### src/rtl/asb_pkg.sv
// Shared types and constants of the affine bilinear sampler.
package asb_pkg;

   localparam int SRC_BITS   = 8;
   localparam int DEST_BITS  = 10;
   localparam int COORD_W    = 32;
   localparam int SIZE_W     = SRC_BITS + 1;
   localparam int FRAC_BITS  = 12;
   localparam int CHAN_W     = 8;
   localparam int NUM_CHAN   = 3;
   localparam int PIX_W      = CHAN_W * NUM_CHAN;
   localparam int BANK_AW    = 2 * (SRC_BITS - 1);
   localparam int NUM_BANKS  = 4;
   localparam int WEIGHT_W   = FRAC_BITS + 1;
   localparam int TOP_W      = CHAN_W + FRAC_BITS;
   localparam int SUM_W      = CHAN_W + 2 * FRAC_BITS;
   localparam int CSR_IDX_W  = 3;
   localparam logic [SIZE_W-1:0] MAX_SIDE = SIZE_W'(1 << SRC_BITS);

   typedef enum logic [CSR_IDX_W-1:0] {
      CSR_START_X  = 3'd0,
      CSR_START_Y  = 3'd1,
      CSR_STEP_UX  = 3'd2,
      CSR_STEP_UY  = 3'd3,
      CSR_STEP_VX  = 3'd4,
      CSR_STEP_VY  = 3'd5,
      CSR_SRC_W    = 3'd6,
      CSR_SRC_H    = 3'd7
   } csr_index_type;

   typedef enum logic {
      CMD_LOAD   = 1'b0,
      CMD_SAMPLE = 1'b1
   } command_type;

   typedef struct packed {
      logic                               load_valid;
      logic                               sample_valid;
      logic                               outside;
      logic [1:0]                         load_bank;
      logic [BANK_AW-1:0]                 load_addr;
      logic [PIX_W-1:0]                   load_pix;
      logic [NUM_BANKS-1:0][BANK_AW-1:0]  rd_addr;
      logic                               x0_odd;
      logic                               x1_odd;
      logic                               y0_odd;
      logic                               y1_odd;
      logic [FRAC_BITS-1:0]               frac_x;
      logic [FRAC_BITS-1:0]               frac_y;
   } fetch_type;

   typedef struct packed {
      logic                 valid;
      logic                 outside;
      logic                 x0_odd;
      logic                 x1_odd;
      logic                 y0_odd;
      logic                 y1_odd;
      logic [FRAC_BITS-1:0] frac_x;
      logic [FRAC_BITS-1:0] frac_y;
   } blend_ctl_type;

   function automatic logic [SIZE_W-1:0] eff_size(input logic [SIZE_W-1:0] s);
      logic [SIZE_W-1:0] r;
      r = s;
      if (s == '0) r = SIZE_W'(1);
      else if (s > MAX_SIDE) r = MAX_SIDE;
      return r;
   endfunction

endpackage

### src/rtl/asb_map.sv
// Coordinate mapping: products, position sums, range check and tap addresses.
module asb_map
   import asb_pkg::*;
(
   input  logic                  clock,
   input  logic                  reset,
   input  logic                  adv,
   input  logic                  in_valid,
   input  logic                  in_cmd,
   input  logic [DEST_BITS-1:0]  in_u,
   input  logic [DEST_BITS-1:0]  in_v,
   input  logic [SRC_BITS-1:0]   in_col,
   input  logic [SRC_BITS-1:0]   in_row,
   input  logic [PIX_W-1:0]      in_pix,
   input  logic [COORD_W-1:0]    start_x,
   input  logic [COORD_W-1:0]    start_y,
   input  logic [COORD_W-1:0]    step_ux,
   input  logic [COORD_W-1:0]    step_uy,
   input  logic [COORD_W-1:0]    step_vx,
   input  logic [COORD_W-1:0]    step_vy,
   input  logic [SIZE_W-1:0]     src_w,
   input  logic [SIZE_W-1:0]     src_h,
   output fetch_type             fetch
);

   logic                 a_valid_ff, a_sample_ff;
   logic [COORD_W-1:0]   a_ux_ff, a_uy_ff, a_vx_ff, a_vy_ff;
   logic [SRC_BITS-1:0]  a_col_ff, a_row_ff;
   logic [PIX_W-1:0]     a_pix_ff;

   logic                 b_valid_ff, b_sample_ff;
   logic [COORD_W-1:0]   b_px_ff, b_py_ff;
   logic [SRC_BITS-1:0]  b_col_ff, b_row_ff;
   logic [PIX_W-1:0]     b_pix_ff;

   fetch_type            fetch_ff, fetch_in;

   logic [SIZE_W-1:0]    w_eff, h_eff;
   logic [SRC_BITS-1:0]  x0, x1, y0, y1;
   logic                 out_x, out_y;

   always_ff @(posedge clock) begin
      if (reset) begin
         a_valid_ff <= 1'b0;
         b_valid_ff <= 1'b0;
      end else if (adv) begin
         a_valid_ff <= in_valid;
         b_valid_ff <= a_valid_ff;
      end
   end

   always_ff @(posedge clock) begin
      if (adv) begin
         a_sample_ff <= (in_cmd == CMD_SAMPLE);
         a_ux_ff     <= COORD_W'(COORD_W'(in_u) * step_ux);
         a_uy_ff     <= COORD_W'(COORD_W'(in_u) * step_uy);
         a_vx_ff     <= COORD_W'(COORD_W'(in_v) * step_vx);
         a_vy_ff     <= COORD_W'(COORD_W'(in_v) * step_vy);
         a_col_ff    <= in_col;
         a_row_ff    <= in_row;
         a_pix_ff    <= in_pix;
         b_sample_ff <= a_sample_ff;
         b_px_ff     <= start_x + a_ux_ff + a_vx_ff;
         b_py_ff     <= start_y + a_uy_ff + a_vy_ff;
         b_col_ff    <= a_col_ff;
         b_row_ff    <= a_row_ff;
         b_pix_ff    <= a_pix_ff;
      end
   end

   asb_axis u_axis_x (
      .pos     (b_px_ff),
      .size    (w_eff),
      .outside (out_x),
      .tap0    (x0),
      .tap1    (x1)
   );

   asb_axis u_axis_y (
      .pos     (b_py_ff),
      .size    (h_eff),
      .outside (out_y),
      .tap0    (y0),
      .tap1    (y1)
   );

   always_comb begin
      w_eff = eff_size(src_w);
      h_eff = eff_size(src_h);
      fetch_in.load_valid   = b_valid_ff && !b_sample_ff;
      fetch_in.sample_valid = b_valid_ff && b_sample_ff;
      fetch_in.outside      = out_x || out_y;
      fetch_in.load_bank    = {b_row_ff[0], b_col_ff[0]};
      fetch_in.load_addr    = {b_row_ff[SRC_BITS-1:1], b_col_ff[SRC_BITS-1:1]};
      fetch_in.load_pix     = b_pix_ff;
      for (int b = 0; b < NUM_BANKS; b++) begin
         fetch_in.rd_addr[b] = {
            ((y0[0] == b[1]) ? y0[SRC_BITS-1:1] : y1[SRC_BITS-1:1]),
            ((x0[0] == b[0]) ? x0[SRC_BITS-1:1] : x1[SRC_BITS-1:1])};
      end
      fetch_in.x0_odd = x0[0];
      fetch_in.x1_odd = x1[0];
      fetch_in.y0_odd = y0[0];
      fetch_in.y1_odd = y1[0];
      fetch_in.frac_x = b_px_ff[FRAC_BITS-1:0];
      fetch_in.frac_y = b_py_ff[FRAC_BITS-1:0];
   end

   always_ff @(posedge clock) begin
      if (reset) begin
         fetch_ff <= '0;
      end else if (adv) begin
         fetch_ff <= fetch_in;
      end
   end

   assign fetch = fetch_ff;

endmodule

### src/rtl/asb_axis.sv
// One axis of the position check: half-pixel border test and clamped tap pair.
module asb_axis
   import asb_pkg::*;
(
   input  logic [COORD_W-1:0]   pos,
   input  logic [SIZE_W-1:0]    size,
   output logic                 outside,
   output logic [SRC_BITS-1:0]  tap0,
   output logic [SRC_BITS-1:0]  tap1
);

   localparam int EXT_W = COORD_W + 2;
   localparam logic signed [EXT_W-1:0] HALF = EXT_W'(1 << (FRAC_BITS - 1));

   logic signed [EXT_W-1:0] pos_ext, limit;
   logic [SRC_BITS-1:0]     ip;

   always_comb begin
      pos_ext = EXT_W'($signed(pos));
      limit   = $signed({{(EXT_W-SIZE_W-FRAC_BITS){1'b0}}, size, {FRAC_BITS{1'b0}}}) - HALF;
      outside = (pos_ext < -HALF) || (pos_ext >= limit);
      ip      = pos[FRAC_BITS+SRC_BITS-1:FRAC_BITS];
      if (pos[COORD_W-1]) begin
         tap0 = '0;
         tap1 = '0;
      end else if ({1'b0, ip} >= size - SIZE_W'(1)) begin
         tap0 = ip;
         tap1 = ip;
      end else begin
         tap0 = ip;
         tap1 = ip + SRC_BITS'(1);
      end
   end

endmodule

### config.mk
export PLATFORM = sky130hd
export DESIGN_NAME = asb_map
export DESIGN_NICKNAME = d
export VERILOG_FILES = /design/src/rtl/asb_pkg.sv /design/src/rtl/asb_map.sv /design/src/rtl/asb_axis.sv
export SDC_FILE = /design/constraint.sdc
export NUM_CORES = 2
export LEC_CHECK = 0
export ABC_AREA = 0
export ABC_CLOCK_PERIOD_IN_PS = 9700
export BUFFER_PORTS_ARGS = -buffer_cell sky130_fd_sc_hd__buf_2
export CORE_MARGIN = 2
export CORE_UTILIZATION = 60
export DETAILED_ROUTE_END_ITERATION = 12
export PLACE_DENSITY_LB_ADDON = 0.2
export SLEW_MARGIN = 20
export SYNTH_ARGS = -nofsm -noshare
export SYNTH_HDL_FRONTEND = slang
export SYNTH_SLANG_ARGS = --single-unit
### constraint.sdc
create_clock -name clock -period 9.7 [get_ports clock]
set_input_delay 2.91 -clock clock [delete_from_list [all_inputs] [get_ports clock]]
set_output_delay 2.91 -clock clock [all_outputs]
set_load 0.005 [all_outputs]
==> impl_metrics.toml <==
[detailed_routing]
wl_per_cell_um = 19.4
route.vias.total = 36060
drc = 0
drtAntennaViolNets = 0
post_drt_via_cell_ratio = 5.58
wl_um = 125000
dr.pass1.iters = 5
drt_iter0_drc = 2220

[power]
peakVddDrop_mv = 0.264
intPower_mw = 10.7
p_comb_share_pct = 75.0
p_clk_share_pct = 7.4
power.total_mw = 20.5
switchingPower_mw = 9.79
p_leak_nw = 26.1
sw_frac_of_total_pct = 47.8
pwr_density_cell_mw_per_mm2 = 380
seqPwrFrac_pct = 17.6

[die]
start_util_pct = 60.6
core_area_mm2 = 0.0822
ios = 402
die_w_um = 292
row_count = 105
dieHeight_um = 292
die_area_mm2 = 0.0854

[finish]
nets = 6764
seq_area_mm2 = 0.0102
fillers = 6802
final_cell_mix = "fa_1 (856), inv_1 (805), nand2_1 (644)"
drive_gt1_share_pct = 9.77
mostFrequentLayoutCell = "fa_1"
syn2layout_area_growth_pct = 7.91
multi_input_area_mm2 = 0.0356

[global_routing]
grt_pass1_vias = 38086
grt_pass1_wl_um = 202000
grt_max_degree = 181
antenna_found_initial = 22
overflow = 0
track_usage_pct = 30.2

[cts]
htree_levels = 2
clockRootBuffer = "clkbuf_16"
cts_sinks = 375
ctsResizeCount = 0
path_clk_slew_ns = 0.06
worstSkewPairLatency_ns = 0.57
cts_tree = "built"
clock_path_buffers = 3
post_cts_buffers = 0
hold_buffers = 0
numCtsBuffers = 41

[critical_path]
end_kind = "flop"
crit_slowest_cell = "buf_2"
required_ns = 9.99
path_class = "input pin to flop"
crit_arrival_ns = 8.74
rrSetupSlack_ns = 5.90
cp_cell_sequence = "buf_2 -> nand2_1 -> fa_1 -> inv_1 -> fa_1 -> inv_1 -> fa_1 -> inv_1 -> fa_1 -> inv_1 -> fa_1 -> inv_1 -> ha_1 -> nor4_1 -> o21ai_1 -> a311oi_1 -> a2111o_1 -> a31oi_1 -> a31oi_1 -> nor3b_1 -> a211oi_1 -> xnor2_1"
crit_path_max_incr_delay_ns = 0.74
worstSetupStartpointType = "input pin"
cp_max_fo = 41

[worst_hold_path]
hp-class = "flop to flop"

[sta]
worst_pin_slew_ns = 1.17
fin_tns_setup_ns = 0
skew_ns = 0.0200
drv_slew = 0
rsz0062_at_grt = "no"
period_needed_ns = 8.44
timing.fmax_mhz = 118
hold_viol_final = 0
slew_headroom_pct = 21.0
period_share_pct = 87.1
setup_viol = 0

[synthesis]
synthArstFlopShare_pct = 0
yosysSeqAreaShare_pct = 20.6
ys_seq_elements = 375
synth-xor-area-share_pct = 4.41
synth_top_family_by_area = "adder cells"
syn_avg_cell_area_um2 = 9.75
synth_compound_area_share_pct = 7.50
synth_area_mm2 = 0.0499
synth-simple-area-share_pct = 16.1
muxShareOfSynthArea_pct = 1.46
yosysUniqueCellTypes = 89
synth_flop_cell = "edfxtp_1"
synth_edf_count = 274
synthAdderAreaFrac_pct = 41.6
synthCells = 5113
yosys_warnings = 0

[place]
gp_congestion = 0.890
port_buffers = 401
hpwl_um = 100000

[status]
outcome = "completed"

[run]
cap_viol_max_count = 0
-- state kept, by name, summed over array words and instances (netlist names), 24 cells and up --
signal / cells
a_uy_ff: 32
a_ux_ff: 32
b_py_ff: 32
b_px_ff: 32
fetch: 99
a_vy_ff: 32
a_pix_ff: 24
a_vx_ff: 32
b_pix_ff: 24
-- metal layers --
metal  GRT usage, %  vias up  part of all wire [%]
li1               -    16432                     -
met1           37.9    18124                    39
met2           52.7     1240                    50
met3           4.95      244                   7.0
met4           11.1       20                   3.8
met5              0        -                  0.11
-- critical path: cells and delay by family --
| family | cells | cell delay [ns] |
|---|---|---|
| AO/OA/AOI/OAI | 6 | 1.38 |
| buffers and inverters | 6 | 0.99 |
| AND/OR/NAND/NOR | 3 | 0.52 |
| XOR/XNOR | 1 | 0.09 |
| adder cells (fa/ha/maj) | 6 | 2.81 |
-- cell type report --
cell class	instances	share of cell area (%)
Multi-Input combinational cell	3684	66.1
Sequential cell	375	19.0
Inverter	806	5.62
Timing Repair Buffer	435	4.27
Tap cell	1070	2.49
Clock buffer	57	2.13
Clock inverter	16	0.314
Antenna cell	14	0.0651
-- final timing paths --
path | endpoint | start | depth (start not counted)
worst max-delay path | a_vy_ff[31] | in_v[1] | 22
worst min-delay path | b_pix_ff[12] | a_pix_ff[12] | 0
worst max register to register | b_py_ff[31] | a_uy_ff[1] | 13
worst min register to register | b_pix_ff[12] | a_pix_ff[12] | 0
-- power groups by stage --
| stage | sequential [mW] | clock, mW | combinational, mW |
|---|---|---|---|
| after global placement | 3.62 | 0 | 15.0 |
| final | 3.60 | 1.52 | 15.3 |
| after global routing | 3.64 | 1.62 | 17.4 |
| after detailed placement | 3.63 | 0 | 15.3 |
| after CTS | 3.60 | 1.55 | 15.4 |
| after floorplan | 3.35 | 0 | 11.9 |
-- logic make-up after synthesis --
| group | Yosys count |
|---|---|
| simple gates | 1622 |
| fa+ha+maj | 1146 |
| buf+inv | 1075 |
| compound gates | 571 |
| flops | 375 |
| xor+xnor | 251 |
| mux | 72 |
| other cells | 1 |
-- metrics by stage --
step | hold slack (ns) | instance area [um^2] | setup WS [ns] | utilization, % | cells
global placement | 0.401 | 52500 | 0.854 | 63.8 | 6370
floorplan | 0.400 | 50000 | 1.22 | - | 5134
CTS | 0.419 | 53800 | 1.36 | 65.4 | 6443
finish | 0.415 | 53800 | 1.26 | 65.4 | 6457
detailed placement | 0.405 | 52500 | 0.753 | 63.8 | 6370
global route | 0.420 | 53800 | 0.933 | 65.4 | 6453
-- synth_stat cells, types with 16 or more instances --
| library cell | number | area [um^2] |
|---|---|---|
| clkbuf_1 | 173 | 649 |
| nand3_1 | 35 | 175 |
| nor2_1 | 196 | 736 |
| inv_1 | 805 | 3020 |
| edfxtp_1 | 274 | 8230 |
| and2_1 | 573 | 3580 |
| buf_4 | 28 | 210 |
| fa_1 | 856 | 17100 |
| xor2_1 | 63 | 552 |
| nor3_1 | 23 | 115 |
| dfxtp_1 | 101 | 2020 |
| ha_1 | 290 | 3630 |
| nand2b_1 | 25 | 156 |
| o21bai_1 | 23 | 173 |
| a211oi_1 | 22 | 165 |
| nor2b_1 | 21 | 131 |
| a21o_1 | 96 | 721 |
| a21oi_1 | 167 | 836 |
| o21ai_0 | 103 | 515 |
| buf_1 | 64 | 240 |
| o21a_1 | 24 | 180 |
| nand2_1 | 644 | 2420 |
| mux2i_1 | 70 | 701 |
| xnor2_1 | 188 | 1650 |
| a31oi_1 | 16 | 100 |
| and3_1 | 21 | 131 |
| nand4_1 | 32 | 200 |
Note: power is estimated with default switching activity, not from simulation.
